$ cat config.mk
export PLATFORM = sky130hd
export DESIGN_NAME = apf_scale
export DESIGN_NICKNAME = d
export VERILOG_FILES = /design/src/hdl/apf_pkg.sv /design/src/hdl/apf_scale.sv
export SDC_FILE = /design/constraint.sdc
export NUM_CORES = 1
export LEC_CHECK = 0
export ABC_AREA = 1
export BUFFER_PORTS_ARGS = -buffer_cell sky130_fd_sc_hd__buf_2
export CAP_MARGIN = 10
export CORE_MARGIN = 5
export CORE_UTILIZATION = 50
export DETAILED_ROUTE_END_ITERATION = 6
export GPL_ROUTABILITY_DRIVEN = 0
export MAX_ROUTING_LAYER = met4
export PLACE_DENSITY = 0.72
export SLEW_MARGIN = 40
export SYNTH_ARGS = -nofsm -noshare
export SYNTH_HDL_FRONTEND = slang
export SYNTH_SLANG_ARGS = --single-unit
$ cat constraint.sdc
create_clock -name clock -period 18.6 [get_ports clock]
set_input_delay 2.79 -clock clock [delete_from_list [all_inputs] [get_ports clock]]
set_output_delay 2.79 -clock clock [all_outputs]
set_load 0.01 [all_outputs]
$ cat src/hdl/apf_pkg.sv
package apf_pkg;

   localparam int MAX_WIDTH_DEF   = 1024;
   localparam int MAX_WINDOW_DEF  = 16;
   localparam int SAMPLE_BITS_DEF = 16;

   localparam int DIM_W      = 11;
   localparam int WIN_W      = 5;
   localparam int GAIN_W     = 17;
   localparam int GAIN_FRAC  = 16;
   localparam int CSR_DATA_W = 17;
   localparam int CSR_IDX_W  = 3;

   localparam logic [GAIN_W-1:0] GAIN_RESET = 17'd65536;

   typedef enum logic [CSR_IDX_W-1:0] {
      REG_IN_WIDTH,
      REG_IN_HEIGHT,
      REG_WIN_WIDTH,
      REG_WIN_HEIGHT,
      REG_OUT_WIDTH,
      REG_OUT_HEIGHT,
      REG_GAIN
   } csr_index_type;

   typedef enum logic [2:0] {
      LIM_IDLE,
      LIM_START,
      LIM_DIV_W,
      LIM_DIV_H,
      LIM_PROD
   } lim_state_type;

   // effective geometry seen by the datapath
   typedef struct packed {
      logic [DIM_W-1:0]  in_width;
      logic [DIM_W-1:0]  in_height;
      logic [WIN_W-1:0]  win_width;
      logic [WIN_W-1:0]  win_height;
      logic [DIM_W-1:0]  out_width;
      logic [DIM_W-1:0]  out_height;
      logic [DIM_W-1:0]  out_span_w;
      logic [DIM_W-1:0]  out_span_h;
      logic [GAIN_W-1:0] gain;
   } limits_type;

endpackage

$ cat src/hdl/apf_scale.sv
module apf_scale #(
   parameter int SAMPLE_BITS = apf_pkg::SAMPLE_BITS_DEF,
   parameter int COL_W       = SAMPLE_BITS + 2 * $clog2(apf_pkg::MAX_WINDOW_DEF)
) (
   input  logic                          clock,
   input  logic                          reset,
   input  logic                          sum_valid,
   input  logic signed [COL_W-1:0]       sum,
   input  logic                          sum_done,
   input  logic [apf_pkg::GAIN_W-1:0]    gain,
   output logic                          adv,
   output logic                          rsp_valid,
   input  logic                          rsp_ready,
   output logic signed [SAMPLE_BITS-1:0] pooled,
   output logic                          map_done
);
   import apf_pkg::*;

   localparam int PROD_W = COL_W + GAIN_W + 1;
   localparam int Q_W    = PROD_W - GAIN_FRAC;

   logic signed [PROD_W-1:0]      prod_in, prod_ff;
   logic                          s3_valid_ff, s3_done_ff;
   logic signed [Q_W-1:0]         quo;
   logic signed [SAMPLE_BITS-1:0] sat;
   logic                          pos_ovf, neg_ovf;

   logic                          out_valid_ff, skid_valid_ff;
   logic signed [SAMPLE_BITS-1:0] out_data_ff, skid_data_ff;
   logic                          out_done_ff, skid_done_ff;
   logic                          take, up;

   assign prod_in = sum * $signed({1'b0, gain});

   always_ff @(posedge clock) begin
      if (reset) s3_valid_ff <= 1'b0;
      else if (adv) s3_valid_ff <= sum_valid;
   end

   always_ff @(posedge clock) begin
      if (adv) begin
         prod_ff    <= prod_in;
         s3_done_ff <= sum_done;
      end
   end

   // arithmetic shift rounds toward minus infinity
   always_comb begin
      quo     = prod_ff[PROD_W-1:GAIN_FRAC];
      pos_ovf = !quo[Q_W-1] && (|quo[Q_W-2:SAMPLE_BITS-1]);
      neg_ovf = quo[Q_W-1] && !(&quo[Q_W-2:SAMPLE_BITS-1]);
      if (pos_ovf) sat = {1'b0, {(SAMPLE_BITS-1){1'b1}}};
      else if (neg_ovf) sat = {1'b1, {(SAMPLE_BITS-1){1'b0}}};
      else sat = quo[SAMPLE_BITS-1:0];
   end

   // output register with skid entry
   assign adv  = !skid_valid_ff;
   assign take = out_valid_ff && rsp_ready;
   assign up   = s3_valid_ff && adv;

   always_ff @(posedge clock) begin
      if (reset) begin
         out_valid_ff  <= 1'b0;
         skid_valid_ff <= 1'b0;
      end else begin
         if (!out_valid_ff || take) begin
            if (skid_valid_ff) begin
               out_valid_ff  <= 1'b1;
               skid_valid_ff <= 1'b0;
            end else begin
               out_valid_ff <= up;
            end
         end else if (up) begin
            skid_valid_ff <= 1'b1;
         end
      end
   end

   always_ff @(posedge clock) begin
      if (!out_valid_ff || take) begin
         if (skid_valid_ff) begin
            out_data_ff <= skid_data_ff;
            out_done_ff <= skid_done_ff;
         end else begin
            out_data_ff <= sat;
            out_done_ff <= s3_done_ff;
         end
      end else if (up) begin
         skid_data_ff <= sat;
         skid_done_ff <= s3_done_ff;
      end
   end

   assign rsp_valid = out_valid_ff;
   assign pooled    = out_data_ff;
   assign map_done  = out_done_ff;

endmodule

==> results.py <==
metrics = {
    "status": {
        "outcome": "completed",
    },
    "logic_synthesis": {
        "synth_async_sr_flop_share": 0,
        "synth_top_area_share": 0.440,
        "ys_seq_area_frac": 0.104,
        "synth_warnings": 0,
        "synth_edf_count": 61,
        "synth-seq-cells": 64,
        "synth.avg_cell_area_um2": 7.85,
        "synthCells": 2311,
        "syn-num-nets": 2855,
        "yosysUniqueCellTypes": 37,
        "syn_area_um2": 18100,
        "synthTopCellsByArea": "fa_1, inv_1, nand2_1, edfxtp_1, ha_1",
        "synth-main-ff-cell": "edfxtp_1",
        "yosys.area.top_type": "fa_1",
    },
    "die": {
        "die-area_um2": 40200,
        "num_rows": 69,
        "initial_core_util": 0.508,
        "core_um2": 35700,
        "die_w_um": 201,
        "pin_count": 65,
        "die_h_um": 201,
    },
    "clock_tree": {
        "cts-root-buf": "clkbuf_16",
        "postCtsSetupBuffers": 0,
        "cts.sinks": 64,
        "path_clk_slew_ns": 0.05,
        "postCtsHoldBufs": 0,
        "cts_resized": 0,
        "cts_max_level": 3,
        "clk_latency_ns": 0.33,
        "clockBufferDepth": 2,
        "cts_made_buffers": 9,
        "tritoncts": "done",
    },
    "sta": {
        "worst_slack_ns": 10.08,
        "period_minus_slack_ns": 8.52,
        "max_clock_freq_ghz": 0.117,
        "post-route-period-util": 0.458,
        "tightest_slew_ns": 0.708,
        "hold_viol_final": 0,
        "worst_clock_skew_ns": 0.0107,
        "slew_violations": 0,
        "rsz0062_at_grt": "no",
        "slew-limit-headroom": 0.527,
        "setup_viol": 0,
        "setup-tns-final_ns": 0,
    },
    "finish": {
        "area_growth_pct": 4.77,
        "drive_gt1_frac": 0.0451,
        "layout_commonest_cell": "inv_1",
        "nets": 2843,
        "diodes": 0,
        "mostFrequentLayoutCells": "inv_1, nand2_1, fa_1, ha_1, nor2_1",
        "fillers": 3361,
        "layoutNonFillerInstCount": 2765,
    },
    "place": {
        "io_buffers": 64,
        "place_inst": 2749,
        "place_hpwl_um": 35500,
        "dp_slack_ns": 9.83,
    },
    "routing": {
        "wl_per_cell_um": 15.8,
        "drc": 0,
        "antenna_left": 0,
        "initialDrtViolationCount": 828,
        "drt_pass1_iterations": 5,
        "drt_wl_total_um": 43700,
        "viasPerCell": 5.03,
        "dr_total_vias": 13900,
    },
    "critical_path": {
        "cp-start-kind": "input port",
        "critPathArrivalTime_ns": 8.60,
        "path_max_fanout": 24,
        "cp.required_ns": 18.67,
        "endpoint_kind": "register",
        "path_class": "in2reg",
    },
    "grt": {
        "grt_overflow": 0,
        "grt_antenna_before_repair": 0,
        "grt_pass1_wl_um": 74800,
        "grt_max_degree": 45,
        "track_usage": 0.233,
        "grt_pass1_vias": 15400,
    },
    "hold_path": {
        "hp-class": "reg2reg",
    },
    "job": {
        "drv_cap": 0,
    },
}
==> sequential cells by signal (all words and copies together), names as in the netlist <==
| register | count |
|---|---|
| prod_ff | 26 |
| pooled | 16 |
| skid_data_ff | 16 |
| map_done | 1 |
| rsp_valid | 1 |
| s3_done_ff | 1 |
| s3_valid_ff | 1 |
| skid_done_ff | 1 |
| skid_valid_ff | 1 |
==> Yosys cell counts, drive strengths merged, types with 2 or more instances <==
| master | n |
|---|---|
| nor4 | 3 |
| buf | 6 |
| xnor2 | 4 |
| o21bai | 13 |
| fa | 399 |
| nor2 | 75 |
| a21oi | 56 |
| o211ai | 2 |
| ha | 99 |
| dfxtp | 3 |
| nand4 | 6 |
| inv | 743 |
| xor2 | 11 |
| a21o | 2 |
| nand3b | 3 |
| nand3 | 50 |
| edfxtp | 61 |
| clkbuf | 84 |
| o21ai | 17 |
| o21a | 2 |
| nand2 | 658 |
| nor3 | 8 |
==> metal layers <==
metal | track usage | part of all wire | wire (um) | vias up
met5 | - | 0 | 0 | -
met4 | 0.0919 | 0.046 | 2010 | 0
met3 | 0.0352 | 0.061 | 2670 | 146
met2 | 0.402 | 0.50 | 22000 | 492
met1 | 0.277 | 0.39 | 17000 | 6841
li1 | - | - | - | 6442
==> through the flow <==
stage / hold slack [ns] / instance area (um^2) / util
floorplan: 0.427 / 18100 / -
global placement: 0.436 / 18700 / 0.524
detailed placement: 0.435 / 18700 / 0.524
CTS: 0.447 / 19000 / 0.532
global route: 0.457 / 19000 / 0.532
finish: 0.448 / 19000 / 0.532
==> worst max-delay path, stage by stage <==
cell and delay (ns):
buf_2 0.45, nand2_1 0.27, fa_1 0.82, fa_1 0.56, inv_1 0.25, fa_1 0.50
fa_1 0.44, inv_1 0.09, fa_1 0.43, fa_1 0.48, inv_1 0.04, ha_1 0.34
a21oi_1 0.31, nor2_1 0.07, nor2_1 0.18, nand2_1 0.08, a21oi_1 0.24, nand3_1 0.11
nand2_1 0.07, nand2_1 0.05
==> path summary, 6_finish.rpt <==
check / from / cells after the start / slack (ns) / end
worst max-delay path: gain[3] / 20 / 10.08 / prod_ff[39]
worst min-delay path: s3_done_ff / 0 / 0.45 / skid_done_ff
worst max register to register: prod_ff[36] / 6 / 16.66 / pooled[13]
worst min register to register: s3_done_ff / 0 / 0.45 / skid_done_ff
==> final cells by class <==
cell class	count	area, um^2	share of cell area
Timing Repair Buffer	67	343	0.0180
Clock buffer	10	229	0.0120
Multi-Input combinational cell	1413	13100	0.690
Clock inverter	6	58.8	0.00309
Tap cell	461	577	0.0303
Sequential cell	64	1890	0.0996
Inverter	744	2790	0.147
==> cell families after synthesis <==
family,synth area share
adder cells (fa/ha/maj),0.508
buffers and inverters,0.173
flip-flops,0.104
AND/OR/NAND/NOR,0.174
AO/OA/AOI/OAI,0.0325
XOR/XNOR,0.00724
Power is not shown: default switching activity piles up to over one toggle a cycle in this logic, so the estimate is an artifact.
