===== src/hdl/apf_pkg.sv =====
package apf_pkg;

   localparam int MAX_WIDTH_DEF   = 1024;
   localparam int MAX_WINDOW_DEF  = 16;
   localparam int SAMPLE_BITS_DEF = 16;

   localparam int DIM_W      = 11;
   localparam int WIN_W      = 5;
   localparam int GAIN_W     = 17;
   localparam int GAIN_FRAC  = 16;
   localparam int CSR_DATA_W = 17;
   localparam int CSR_IDX_W  = 3;

   localparam logic [GAIN_W-1:0] GAIN_RESET = 17'd65536;

   typedef enum logic [CSR_IDX_W-1:0] {
      REG_IN_WIDTH,
      REG_IN_HEIGHT,
      REG_WIN_WIDTH,
      REG_WIN_HEIGHT,
      REG_OUT_WIDTH,
      REG_OUT_HEIGHT,
      REG_GAIN
   } csr_index_type;

   typedef enum logic [2:0] {
      LIM_IDLE,
      LIM_START,
      LIM_DIV_W,
      LIM_DIV_H,
      LIM_PROD
   } lim_state_type;

   // effective geometry seen by the datapath
   typedef struct packed {
      logic [DIM_W-1:0]  in_width;
      logic [DIM_W-1:0]  in_height;
      logic [WIN_W-1:0]  win_width;
      logic [WIN_W-1:0]  win_height;
      logic [DIM_W-1:0]  out_width;
      logic [DIM_W-1:0]  out_height;
      logic [DIM_W-1:0]  out_span_w;
      logic [DIM_W-1:0]  out_span_h;
      logic [GAIN_W-1:0] gain;
   } limits_type;

endpackage


===== src/hdl/apf_csr.sv =====
module apf_csr #(
   parameter int MAX_WIDTH  = apf_pkg::MAX_WIDTH_DEF,
   parameter int MAX_WINDOW = apf_pkg::MAX_WINDOW_DEF
) (
   input  logic                             clock,
   input  logic                             reset,
   input  logic                             csr_we,
   input  logic [apf_pkg::CSR_IDX_W-1:0]    csr_idx,
   input  logic [apf_pkg::CSR_DATA_W-1:0]   csr_wdata,
   output apf_pkg::limits_type              lim,
   output logic                             busy
);
   import apf_pkg::*;

   localparam int CNT_W = $clog2(DIM_W);

   logic [DIM_W-1:0]  in_width_ff, in_height_ff, out_width_ff, out_height_ff;
   logic [WIN_W-1:0]  win_width_ff, win_height_ff;
   logic [GAIN_W-1:0] gain_ff;

   logic [DIM_W-1:0]  iw_eff, ih_eff;
   logic [WIN_W-1:0]  ww_eff, wh_eff;

   lim_state_type     state_ff, state_in;
   logic [DIM_W-1:0]  div_dvd_ff;
   logic [WIN_W-1:0]  div_rem_ff;
   logic [CNT_W-1:0]  div_cnt_ff;
   logic [WIN_W-1:0]  divisor;
   logic [WIN_W:0]    rem_sh;
   logic              ge;
   logic [WIN_W:0]    rem_diff;
   logic [WIN_W-1:0]  rem_next;
   logic [DIM_W-1:0]  dvd_step;
   logic              last;

   logic              load_w, load_h, div_run, cap_w, cap_h, prod_en;

   logic [DIM_W-1:0]  ow_ff, oh_ff, span_w_ff, span_h_ff;
   logic [DIM_W+WIN_W-1:0] prod_w, prod_h;

   always_ff @(posedge clock) begin
      if (reset) begin
         in_width_ff   <= DIM_W'(1);
         in_height_ff  <= DIM_W'(1);
         win_width_ff  <= WIN_W'(1);
         win_height_ff <= WIN_W'(1);
         out_width_ff  <= DIM_W'(1);
         out_height_ff <= DIM_W'(1);
         gain_ff       <= GAIN_RESET;
      end else if (csr_we) begin
         case (csr_idx)
            REG_IN_WIDTH:   in_width_ff   <= csr_wdata[DIM_W-1:0];
            REG_IN_HEIGHT:  in_height_ff  <= csr_wdata[DIM_W-1:0];
            REG_WIN_WIDTH:  win_width_ff  <= csr_wdata[WIN_W-1:0];
            REG_WIN_HEIGHT: win_height_ff <= csr_wdata[WIN_W-1:0];
            REG_OUT_WIDTH:  out_width_ff  <= csr_wdata[DIM_W-1:0];
            REG_OUT_HEIGHT: out_height_ff <= csr_wdata[DIM_W-1:0];
            REG_GAIN:       gain_ff       <= csr_wdata[GAIN_W-1:0];
            default: ;
         endcase
      end
   end

   // zero acts as one, oversize acts as the maximum
   always_comb begin
      iw_eff = in_width_ff;
      if (in_width_ff == '0) iw_eff = DIM_W'(1);
      else if (int'(in_width_ff) > MAX_WIDTH) iw_eff = DIM_W'(MAX_WIDTH);
      ih_eff = in_height_ff;
      if (in_height_ff == '0) ih_eff = DIM_W'(1);
      else if (int'(in_height_ff) > MAX_WIDTH) ih_eff = DIM_W'(MAX_WIDTH);
      ww_eff = win_width_ff;
      if (win_width_ff == '0) ww_eff = WIN_W'(1);
      else if (int'(win_width_ff) > MAX_WINDOW) ww_eff = WIN_W'(MAX_WINDOW);
      wh_eff = win_height_ff;
      if (win_height_ff == '0) wh_eff = WIN_W'(1);
      else if (int'(win_height_ff) > MAX_WINDOW) wh_eff = WIN_W'(MAX_WINDOW);
   end

   // restoring divider, one quotient bit per cycle, shared by both axes
   always_comb begin
      divisor  = (state_ff == LIM_DIV_H) ? wh_eff : ww_eff;
      rem_sh   = {div_rem_ff, div_dvd_ff[DIM_W-1]};
      ge       = rem_sh >= {1'b0, divisor};
      rem_diff = rem_sh - {1'b0, divisor};
      rem_next = ge ? rem_diff[WIN_W-1:0] : rem_sh[WIN_W-1:0];
      dvd_step = {div_dvd_ff[DIM_W-2:0], ge};
      last     = div_cnt_ff == CNT_W'(DIM_W - 1);
   end

   always_comb begin
      state_in = state_ff;
      case (state_ff)
         LIM_IDLE:  state_in = LIM_IDLE;
         LIM_START: state_in = LIM_DIV_W;
         LIM_DIV_W: if (last) state_in = LIM_DIV_H;
         LIM_DIV_H: if (last) state_in = LIM_PROD;
         LIM_PROD:  state_in = LIM_IDLE;
         default:   state_in = LIM_IDLE;
      endcase
      if (csr_we) state_in = LIM_START;
   end

   always_comb begin
      busy    = state_ff != LIM_IDLE;
      load_w  = state_ff == LIM_START;
      load_h  = (state_ff == LIM_DIV_W) && last;
      div_run = (state_ff == LIM_DIV_W) || (state_ff == LIM_DIV_H);
      cap_w   = (state_ff == LIM_DIV_W) && last;
      cap_h   = (state_ff == LIM_DIV_H) && last;
      prod_en = state_ff == LIM_PROD;
   end

   assign prod_w = ow_ff * ww_eff;
   assign prod_h = oh_ff * wh_eff;

   always_ff @(posedge clock) begin
      if (reset) begin
         state_ff  <= LIM_IDLE;
         ow_ff     <= DIM_W'(1);
         oh_ff     <= DIM_W'(1);
         span_w_ff <= DIM_W'(1);
         span_h_ff <= DIM_W'(1);
      end else begin
         state_ff <= state_in;
         if (cap_w) ow_ff <= (out_width_ff < dvd_step) ? out_width_ff : dvd_step;
         if (cap_h) oh_ff <= (out_height_ff < dvd_step) ? out_height_ff : dvd_step;
         if (prod_en) begin
            span_w_ff <= prod_w[DIM_W-1:0];
            span_h_ff <= prod_h[DIM_W-1:0];
         end
      end
   end

   always_ff @(posedge clock) begin
      if (load_w) begin
         div_dvd_ff <= iw_eff;
         div_rem_ff <= '0;
         div_cnt_ff <= '0;
      end else if (load_h) begin
         div_dvd_ff <= ih_eff;
         div_rem_ff <= '0;
         div_cnt_ff <= '0;
      end else if (div_run) begin
         div_dvd_ff <= dvd_step;
         div_rem_ff <= rem_next;
         div_cnt_ff <= div_cnt_ff + CNT_W'(1);
      end
   end

   always_comb begin
      lim.in_width   = iw_eff;
      lim.in_height  = ih_eff;
      lim.win_width  = ww_eff;
      lim.win_height = wh_eff;
      lim.out_width  = ow_ff;
      lim.out_height = oh_ff;
      lim.out_span_w = span_w_ff;
      lim.out_span_h = span_h_ff;
      lim.gain       = gain_ff;
   end

endmodule


===== config.mk =====
export PLATFORM = sky130hd
export DESIGN_NAME = apf_csr
export DESIGN_NICKNAME = d
export VERILOG_FILES = /design/src/hdl/apf_pkg.sv /design/src/hdl/apf_csr.sv
export SDC_FILE = /design/constraint.sdc
export NUM_CORES = 1
export LEC_CHECK = 0
export ABC_AREA = 1
export ABC_CLOCK_PERIOD_IN_PS = 5200
export BUFFER_PORTS_ARGS = -buffer_cell sky130_fd_sc_hd__buf_2
export CAP_MARGIN = 20
export CORE_ASPECT_RATIO = 0.9
export CORE_MARGIN = 3
export CORE_UTILIZATION = 40
export DETAILED_ROUTE_END_ITERATION = 6
export PLACE_DENSITY = 0.68
export SLEW_MARGIN = 25
export SYNTH_ARGS = -nofsm -noshare
export SYNTH_HDL_FRONTEND = slang
export SYNTH_SLANG_ARGS = --single-unit
export TNS_END_PERCENT = 10

===== constraint.sdc =====
create_clock -name clock -period 5.2 [get_ports clock]
set_input_delay 1.56 -clock clock [delete_from_list [all_inputs] [get_ports clock]]
set_output_delay 1.56 -clock clock [all_outputs]
set_load 0.01 [all_outputs]

==> flow_summary.toml, run 1 <==
[floorplan]
die_area_um2 = 23550
floorplan.die.width_um = 161.4
fp-row-count = 50
dieHeight_um = 145.9
fp.coreArea_um2 = 21080
ioPinCount = 117
initial_core_util_pct = 41.26

[power]
power_leakage_uw = 0.004919
vdd.ir_drop.worst_mv = 0.1546
power_density_relative_to_cell_area_nw_per_um2 = 267.1

[synthesis]
syn-instance-count = 1202
synth_adder_area_share_pct = 17.06
synth-async-reset-ratio_pct = 0
synth_top_family_by_area = "simple AND/OR/NAND/NOR gates"
yosys_warnings = 0
syn-cell-area_um2 = 8698
postSynthRegisterBits = 138
synth_compound_gate_area_share_pct = 14.95
xor_xnor_share_of_the_synthesized_area_pct = 2.215
synth-edff-count = 11
post_synth.cell_area_avg_um2 = 7.237
synth_flop_cell = "sky130_fd_sc_hd__dfxtp_1"
synthSimpleGateAreaFrac_pct = 21.49
proportion_of_synthesized_area_in_mux_cells_pct = 0
yosysSeqAreaShare_pct = 33.03
synth.distinct_cells = 40
postSynthNetCount = 1319

[outcome]
outcome = "complete, but fails checks"
violated_checks = "DRC"

[place]
placed_area_um2 = 9467
gpl.final_weighted_congestion = 0.9120
place.port_buffers = 116
dpl.hpwl_um = 18010

[final_layout]
n_antenna_cell = 0
finalCoreUtilization_pct = 47.73
largest_register_ffs = 17
fin_area_um2 = 10060
finalNetCount = 1412
flow.area_growth_from_synthesis_pct = 15.68
drive_gt1_share_pct = 13.91
register_with_the_most_flip_flops = "gain_ff"

[clocking]
cts_root_buf = "sky130_fd_sc_hd__clkbuf_16"
cts_hold_buf = 0
inserted_clock_buffers = 17
ctsResizeCount = 0
worstSkewPairLatency_ns = 0.43
ctsHtreeMaxLevel = 4
cts_post_setup_buffers_inserted = 0
cts.sinks = 138
tritoncts = "built"
cts.reportedPaths.clkPinSlew_ns = 0.07
cts_buffer_depth = 2

[critical_path]
cp_data_arrival_time_ns = 4.38
path_class = "reg -> reg"
setup.worst_path.start_class = "register"
crit_path_end_kind = "register"
worstPathMaxFanout = 13
cp_data_required_time_ns = 5.51

[timing]
setup_total_negative_slack_ns = 0
finClkSkew_ns = 0.01570
max_freq_mhz = 245.6
final_cycle_share_pct = 78.29
finalSetupViolations = 0
max_slew.worst_pin.slew_ns = 0.9353
slew_headroom_pct = 37.42
hold_viol_final = 0
minimum_clock_period_after_layout_ns = 4.071
grt_setup_unrepaired = "no"
whs_ns = 0.4741
drv_slew = 0

[detailed_routing]
wl_per_cell_um = 15.13
route.antenna.remaining_nets = 0
vias = 8045
detail_route.vias_per_cell = 5.047
drt-pass1-iter-count = 7
drt-total-wl_um = 24110
drt_first_iter_violations = 588
detail_route.drc_violations = 1

[grt]
grt-ovfl-total = 0
antenna_found_initial = 0
grt_pass1_vias = 7545
grt_max_degree = 56
grt_util_all_layers_pct = 20.36
grt_first_pass_wirelength_um = 38900

[min_path]
min_path_type = "reg -> reg"

[job]
drv_cap = 0
cell type report:
| class | count | area (um2) |
|---|---|---|
| Clock buffer | 20 | 457.9 |
| Clock inverter | 12 | 137.6 |
| Fill cell | 2085 | 11020 |
| Inverter | 209 | 787.0 |
| Multi-Input combinational cell | 810 | 4846 |
| Sequential cell | 138 | 2873 |
| Tap cell | 286 | 357.8 |
| Timing Repair Buffer | 119 | 603.1 |
logic make-up (layout without fill, tap and decap cells):
kind of cell | after synthesis | count (layout)
DFF | 138 | 138
buffers and inverters | 254 | 360
xor gates and xnor gates | 22 | 22
adders and majority gates | 94 | 94
and+or+nand+nor | 452 | 452
AOI/OAI and AO/OA | 242 | 242
power breakdown:
part,switching (uW),total (uW),internal [uW]
sequential,20.8,1130,1110
combinational,214,314,100
clock,502,1240,742
total,737,2690,1950
synth_stat cells, drive strengths merged, types with 2 or more instances:
library cell  count  area share, %
dfxtp           127             29
edfxtp           11            3.8
fa               41            9.4
ha               53            7.6
a31oi             2           0.14
nand4             6           0.43
buf              11           0.75
nand3            65            3.7
inv             208            9.0
o211ai           12            1.0
clkbuf           34            1.5
a21o              2           0.17
a21oi           109            6.3
nand2           190            8.5
o311ai            2           0.20
o31ai             2           0.17
o21ai           102            5.9
o21a              3           0.26
nor3              8           0.52
a31o              2           0.20
xor2             14            1.4
nor2            180            8.1
xnor2             8           0.81
o221ai            5           0.50
path summary, 6_finish.rpt:
check / slack, ns / from / end / cells after the start
max: 1.13 / win_height_ff[4] / span_h_ff[9] / 14
min: 0.47 / in_height_ff[4] / in_height_ff[4] / 2
max reg2reg: 1.13 / win_height_ff[4] / span_h_ff[9] / 14
min reg2reg: 0.47 / in_height_ff[4] / in_height_ff[4] / 2
metal layers:
metal / share of wire (%) / vias to the layer above / track usage (%)
met3: 6.8 / 45 / 4.439
met2: 45 / 273 / 32.13
li1: - / 4008 / -
met5: 0 / - / 0
met4: 1.9 / 0 / 5.892
met1: 46 / 3719 / 28.09
stage by stage:
step | power (uW) | instances | setup WS, ns
finish | 2688 | 1594 | 1.129
global route | 2787 | 1594 | 0.8462
CTS | 2702 | 1594 | 1.173
detailed placement | 1462 | 1562 | 1.187
global placement | 1455 | 1562 | 1.309
floorplan | 1361 | 1202 | 1.333
cell usage in the layout, fill, tap and decap left out, types with 3 or more instances in the layout:
| master | n |
|---|---|
| sky130_fd_sc_hd__nand4_1 | 6 |
| sky130_fd_sc_hd__nor2_1 | 172 |
| sky130_fd_sc_hd__nor3_1 | 7 |
| sky130_fd_sc_hd__ha_1 | 53 |
| sky130_fd_sc_hd__xnor2_1 | 8 |
| sky130_fd_sc_hd__nand3_1 | 65 |
| sky130_fd_sc_hd__buf_4 | 3 |
| sky130_fd_sc_hd__fa_1 | 41 |
| sky130_fd_sc_hd__nand2_1 | 185 |
| sky130_fd_sc_hd__dfxtp_1 | 127 |
| sky130_fd_sc_hd__o21a_1 | 3 |
| sky130_fd_sc_hd__inv_2 | 14 |
| sky130_fd_sc_hd__o221ai_1 | 5 |
| sky130_fd_sc_hd__xor2_1 | 14 |
| sky130_fd_sc_hd__o211ai_1 | 12 |
| sky130_fd_sc_hd__o21ai_1 | 7 |
| sky130_fd_sc_hd__buf_2 | 116 |
| sky130_fd_sc_hd__nand2_2 | 3 |
| sky130_fd_sc_hd__clkbuf_16 | 18 |
| sky130_fd_sc_hd__inv_6 | 5 |
| sky130_fd_sc_hd__nor2_2 | 6 |
| sky130_fd_sc_hd__o21ai_0 | 95 |
| sky130_fd_sc_hd__a21oi_1 | 108 |
| sky130_fd_sc_hd__edfxtp_1 | 11 |
| sky130_fd_sc_hd__inv_1 | 193 |
critical path: stages (launching register included):
cell                       delay (ns)
sky130_fd_sc_hd__dfxtp_1         0.45
sky130_fd_sc_hd__nor2_1          0.44
sky130_fd_sc_hd__inv_2           0.16
sky130_fd_sc_hd__nor2_1          0.16
sky130_fd_sc_hd__fa_1            0.47
sky130_fd_sc_hd__fa_1            0.55
sky130_fd_sc_hd__inv_1           0.05
sky130_fd_sc_hd__fa_1            0.52
sky130_fd_sc_hd__inv_1           0.04
sky130_fd_sc_hd__ha_1            0.37
sky130_fd_sc_hd__a21oi_1         0.08
sky130_fd_sc_hd__o311ai_0        0.34
sky130_fd_sc_hd__xor2_1          0.11
sky130_fd_sc_hd__o21ai_0         0.16
sky130_fd_sc_hd__inv_1           0.05
Power figures use the tool's default switching activity.
==> run 2: changes to the inputs <==
--- a/config.mk
+++ b/config.mk
@@ -6,7 +6,7 @@
 export NUM_CORES = 1
 export LEC_CHECK = 0
 export ABC_AREA = 1
-export ABC_CLOCK_PERIOD_IN_PS = 5200
+export ABC_CLOCK_PERIOD_IN_PS = 4100
 export BUFFER_PORTS_ARGS = -buffer_cell sky130_fd_sc_hd__buf_2
 export CAP_MARGIN = 20
 export CORE_ASPECT_RATIO = 0.9
==> constraint.sdc (replaced) <==
create_clock -name clock -period 4.1 [get_ports clock]
set_input_delay 1.23 -clock clock [delete_from_list [all_inputs] [get_ports clock]]
set_output_delay 1.23 -clock clock [all_outputs]
set_load 0.01 [all_outputs]
==> flow_summary.toml, run 2 (synthesis gave the netlist of run 1 again) <==
[detailed_routing]
drt-total-wl_um = 24290
drt-pass1-iter-count = 6
detail_route.drc_violations = 0
vias = 8090
wl_per_cell_um = 15.14
drt_first_iter_violations = 555
detail_route.vias_per_cell = 5.044
route.antenna.remaining_nets = 0

[final_layout]
total_of_fill_cells_in_the_finished_design = 2114
n_antenna_cell = 0
fin_area_um2 = 10130
layout_commonest_cell = "sky130_fd_sc_hd__inv_1"
finalNetCount = 1422
register_with_the_most_flip_flops = "gain_ff"
flow.area_growth_from_synthesis_pct = 16.51
drive_gt1_share_pct = 14.72
finalCoreUtilization_pct = 48.07
mostFrequentLayoutCells = "193 x sky130_fd_sc_hd__inv_1, 185 x sky130_fd_sc_hd__nand2_1, 170 x sky130_fd_sc_hd__nor2_1, 127 x sky130_fd_sc_hd__dfxtp_1, 116 x sky130_fd_sc_hd__buf_2"
largest_register_ffs = 17

[floorplan]
initial_core_util_pct = 41.26
floorplan.die.width_um = 161.4
die_area_um2 = 23550
fp-row-count = 50
dieHeight_um = 145.9
fp.coreArea_um2 = 21080
ioPinCount = 117

[critical_path]
path_class = "reg -> reg"
cp_data_required_time_ns = 4.47
cp_data_arrival_time_ns = 4.23
setup.worst_path.start = "win_height_ff[4]"
timing.rr.start = "win_height_ff[4]"
worstPathMaxFanout = 8
cpMostUsedCell = "sky130_fd_sc_hd__fa_1"
crit_path_end_kind = "register"
setup.worst_path.start_class = "register"
r2r_cells = 15
crit_path_max_incr_delay_ns = 0.56
path_cells = "buf_4 -> nand2_1 -> fa_1 -> fa_1 -> fa_1 -> inv_1 -> ha_1 -> a21oi_1 -> nand2_1 -> a21oi_1 -> nor2_1 -> nor2_1 -> xor2_1 -> o21ai_0 -> inv_1"
critical_path.slowest_cell = "sky130_fd_sc_hd__fa_1"

[timing]
hold_viol_final = 0
setup_total_negative_slack_ns = 0
drv_slew = 0
final_cycle_share_pct = 94.07
max_freq_mhz = 259.3
max_slew.worst_pin.slew_ns = 0.9695
slew_headroom_pct = 35.13
minimum_clock_period_after_layout_ns = 3.857
finClkSkew_ns = 0.01539
finalSetupViolations = 0
grt_setup_unrepaired = "no"
setup_slack_ns = 0.2431

[clocking]
cts.reportedPaths.clkPinSlew_ns = 0.06
worstSkewPairLatency_ns = 0.43
cts_post_setup_buffers_inserted = 0
ctsHtreeMaxLevel = 4
cts_root_buf = "sky130_fd_sc_hd__clkbuf_16"
tritoncts = "built"
cts.sinks = 138
cts_buffer_depth = 2
inserted_clock_buffers = 17

[grt]
grt_pass1_vias = 7550
antenna_found_initial = 1
grt_first_pass_wirelength_um = 39130
grt-ovfl-total = 0
grt_max_degree = 79
grt_util_all_layers_pct = 20.53

[min_path]
min_path_type = "reg -> reg"
min_path_cells = 2
holdCritStartpoint = "gain_ff[16]"

[outcome]
outcome = "finished, final reports clean"

[place]
placed_area_um2 = 9554
dpl.hpwl_um = 18120
place.port_buffers = 116
gpl.final_weighted_congestion = 0.9118
dp_worst_setup_slack_ns = 0.1637

[power]
vdd.ir_drop.worst_mv = 0.2051
power_density_relative_to_cell_area_nw_per_um2 = 329.3
power_leakage_uw = 0.004963

[job]
drv_cap = 0
==> run 2: per-layer routing <==
metal	wire (um)	GRT usage [%]	part of all wire [%]
met3	1919	5.265	7.9
met2	10960	32.15	45
met5	9	0	0.037
met1	11050	28.52	45
met4	356	4.774	1.5
==> run 2: critical path: cells and delay by family (launching register included) <==
kind | cells | cell delay, ns
adder cells (fa/ha/maj) | 4 | 1.93
buffers and inverters | 3 | 0.36
AND/OR/NAND/NOR | 4 | 0.38
AO/OA/AOI/OAI | 3 | 0.38
XOR/XNOR | 1 | 0.18
flip-flops | 1 | 0.55
==> run 2: repair_timing <==
item | 4_1_cts | 5_1_grt
setup endpoints to repair | 0 | 5
hold buffers | 0 | 0
gates resized for setup | 0 | 5
==> run 2: final timing paths <==
check / to / slack, ns
hold reg to reg: gain_ff[16] / 0.46
setup reg to reg: span_h_ff[7] / 0.24
setup / recovery: span_h_ff[7] / 0.24
hold / removal: gain_ff[16] / 0.46
==> run 2: metrics by stage <==
stage | hold slack, ns | total power, uW | instances
after floorplan | 0.4435 | 1726 | 1202
after global placement | 0.4339 | 1851 | 1572
after detailed placement | 0.4477 | 1860 | 1572
after CTS | 0.4644 | 3358 | 1604
after global routing | 0.4917 | 3472 | 1604
final | 0.4618 | 3337 | 1604
==> run 2: power breakdown <==
| group | leakage, uW | internal (uW) | switching [uW] |
|---|---|---|---|
| logic | 0.00355 | 131 | 273 |
| registers | 0.00114 | 1410 | 25.3 |
| clock network | 0.000275 | 851 | 650 |
==> run 2: layout make-up <==
| type | instances | area, um2 | area share (%) |
|---|---|---|---|
| multi-input combinational | 810 | 4866 | 48.01 |
| sequential | 138 | 2873 | 28.35 |
| clock inverter | 13 | 127.6 | 1.259 |
| tap | 286 | 357.8 | 3.531 |
| timing repair buffer | 129 | 690.7 | 6.815 |
| clock buffer | 19 | 432.9 | 4.272 |
| inverter | 209 | 787.0 | 7.765 |
==> run 3: changes to the inputs <==
--- a/config.mk
+++ b/config.mk
@@ -7,13 +7,13 @@
 export LEC_CHECK = 0
 export ABC_AREA = 1
 export ABC_CLOCK_PERIOD_IN_PS = 4100
-export BUFFER_PORTS_ARGS = -buffer_cell sky130_fd_sc_hd__buf_2
 export CAP_MARGIN = 20
 export CORE_ASPECT_RATIO = 0.9
 export CORE_MARGIN = 3
 export CORE_UTILIZATION = 40
 export DETAILED_ROUTE_END_ITERATION = 6
-export PLACE_DENSITY = 0.68
+export DONT_BUFFER_PORTS = 1
+export PLACE_DENSITY = 0.63
 export SLEW_MARGIN = 25
 export SYNTH_ARGS = -nofsm -noshare
 export SYNTH_HDL_FRONTEND = slang
==> flow_summary.toml, run 3 (synthesis gave the netlist of run 1 again) <==
[job]
drv_cap = 0

[grt]
antenna_found_initial = 0
global_route.usage.met1_pct = 28.50
globalRouteMet2Util_pct = 33.12
use_met3_pct = 6.033
grt_max_degree = 39
grt_first_pass_wirelength_um = 39510
grt-ovfl-total = 0
top_usage_layer = "met2"
grt_pass1_vias = 7358
grt_util_all_layers_pct = 20.97

[place]
place.port_buffers = 0
dpl.hpwl_um = 18020
dpl_cells = 1464
gpl.final_weighted_congestion = 0.8809
dp_worst_setup_slack_ns = 0.2862

[critical_path]
critical_path_depth = 16
timing.rr.start = "win_width_ff[3]"
path_cells = "inv_1 -> nor2_1 -> buf_4 -> nand2_1 -> fa_1 -> fa_1 -> fa_1 -> inv_1 -> ha_1 -> a21oi_1 -> nand2_1 -> nand2_1 -> o311ai_0 -> xor2_1 -> o21ai_0 -> inv_1"
worstPathMaxFanout = 5
cp_data_arrival_time_ns = 4.11
rr_endpoint = "span_w_ff[9]"
crit_path_end_kind = "register"
path_class = "reg -> reg"
setup.worst_path.start_class = "register"
timing.critical_path.max_delay_family = "adder cells"
critPathBufInv = 4
crit_path_max_incr_delay_ns = 0.55
cp_data_required_time_ns = 4.41
r2r_cells = 16
rrSetupSlack_ns = 0.30
critical_path.slowest_cell = "sky130_fd_sc_hd__fa_1"

[min_path]
holdCritStartpoint = "in_height_ff[4]"
hold_end = "in_height_ff[4]"
min_path_type = "reg -> reg"
min_path_cells = 2

[clocking]
cts.sinks = 138
cts_buffer_depth = 2
cts_root_buf = "sky130_fd_sc_hd__clkbuf_16"
inserted_clock_buffers = 17
cts.reportedPaths.clkPinSlew_ns = 0.07
tritoncts = "built"
ctsResizeCount = 0
ctsHtreeMaxLevel = 4
cts_post_setup_buffers_inserted = 0
cts_hold_buf = 0
worstSkewPairLatency_ns = 0.43

[timing]
slew_headroom_pct = 33.56
max_slew.worst_pin.slew_ns = 0.9929
setup_slack_ns = 0.3040
drv_slew = 0
hold_viol_final = 0
finalSetupViolations = 0
minimum_clock_period_after_layout_ns = 3.796
final_cycle_share_pct = 92.59
max_freq_mhz = 263.4
grt_setup_unrepaired = "no"
finClkSkew_ns = 0.01406
setup_total_negative_slack_ns = 0

[detailed_routing]
detail_route.drc_violations = 0
drt-total-wl_um = 24030
vias = 7601
drt-pass1-iter-count = 7
detail_route.vias_per_cell = 5.081
wl_per_cell_um = 16.06
route.antenna.remaining_nets = 0
drt_first_iter_violations = 557

[final_layout]
largest_register_ffs = 17
mostFrequentLayoutCells = "193 x sky130_fd_sc_hd__inv_1, 185 x sky130_fd_sc_hd__nand2_1, 172 x sky130_fd_sc_hd__nor2_1, 127 x sky130_fd_sc_hd__dfxtp_1, 108 x sky130_fd_sc_hd__a21oi_1"
register_with_the_most_flip_flops = "gain_ff"
layout_commonest_cell = "sky130_fd_sc_hd__inv_1"
finalNetCount = 1314
flow.area_growth_from_synthesis_pct = 10.49
stdcell_count = 1496
drive_gt1_share_pct = 7.107
n_antenna_cell = 0

[floorplan]
floorplan.die.width_um = 161.4
die_area_um2 = 23550
initial_core_util_pct = 41.26
fp.coreArea_um2 = 21080
dieHeight_um = 145.9
ioPinCount = 117
fp-row-count = 50

[power]
power_density_relative_to_cell_area_nw_per_um2 = 347.2
power_leakage_uw = 0.004444
finalPower_uw = 3337
vdd.ir_drop.worst_mv = 0.2866

[outcome]
outcome = "finished, final reports clean"
-- run 3: changes by cell type in the layout (fill, tap and decap cells not counted), sizes merged --
cell and delta:
bufinv -1, clkbuf -1, clkinv +1, inv +2
buf -108, clkinvlp -1
-- run 3: how the worst max path moves through the flow --
| stage | from | end | slack (ns) |
|---|---|---|---|
| detailed placement | win_width_ff[4] | span_w_ff[9] | 0.29 |
| CTS | win_width_ff[4] | span_w_ff[9] | 0.28 |
| floorplan | win_width_ff[4] | span_w_ff[8] | 0.23 |
| global route | win_width_ff[4] | span_w_ff[7] | 0.01 |
| finish | win_width_ff[3] | span_w_ff[9] | 0.30 |
| global placement | win_width_ff[4] | span_w_ff[9] | 0.38 |
-- run 3: metrics by stage --
stage,cell area [um2],hold slack [ns],utilization [%]
2_1_floorplan,8698,0.4435,-
5_1_grt,9610,0.5022,45.58
4_1_cts,9610,0.4713,45.58
3_3_place_gp,9021,0.4576,42.79
6_report,9610,0.4703,45.58
3_5_place_dp,9021,0.4608,42.79
-- run 3: power by group --
group | leakage, uW | switching (uW) | internal (uW) | total (uW)
Clock | 0.000296 | 701 | 849 | 1550
Sequential | 0.00114 | 29.0 | 1410 | 1430
Combinational | 0.00301 | 240 | 112 | 352
Total | 0.00444 | 970 | 2370 | 3340
-- run 3: final cells by class --
| cell class | count | area, um2 |
|---|---|---|
| fill | 2102 | 11470 |
| multi-input combinational | 810 | 4846 |
| sequential | 138 | 2873 |
| inverter | 209 | 787.0 |
| clock buffer | 18 | 450.4 |
| tap | 286 | 357.8 |
| timing repair buffer | 21 | 157.7 |
| clock inverter | 14 | 138.9 |
-- run 3: layer usage --
layer | share of wire [%] | vias up
met5 | 0 | -
met4 | 1.4 | 0
met3 | 7.3 | 30
met2 | 45 | 203
met1 | 46 | 3550
li1 | - | 3818
-- run 3: worst min-delay path: stages (launching register included) --
cell and delay [ns]:
sky130_fd_sc_hd__dfxtp_1 0.31, sky130_fd_sc_hd__inv_1 0.06, sky130_fd_sc_hd__a21oi_1 0.05
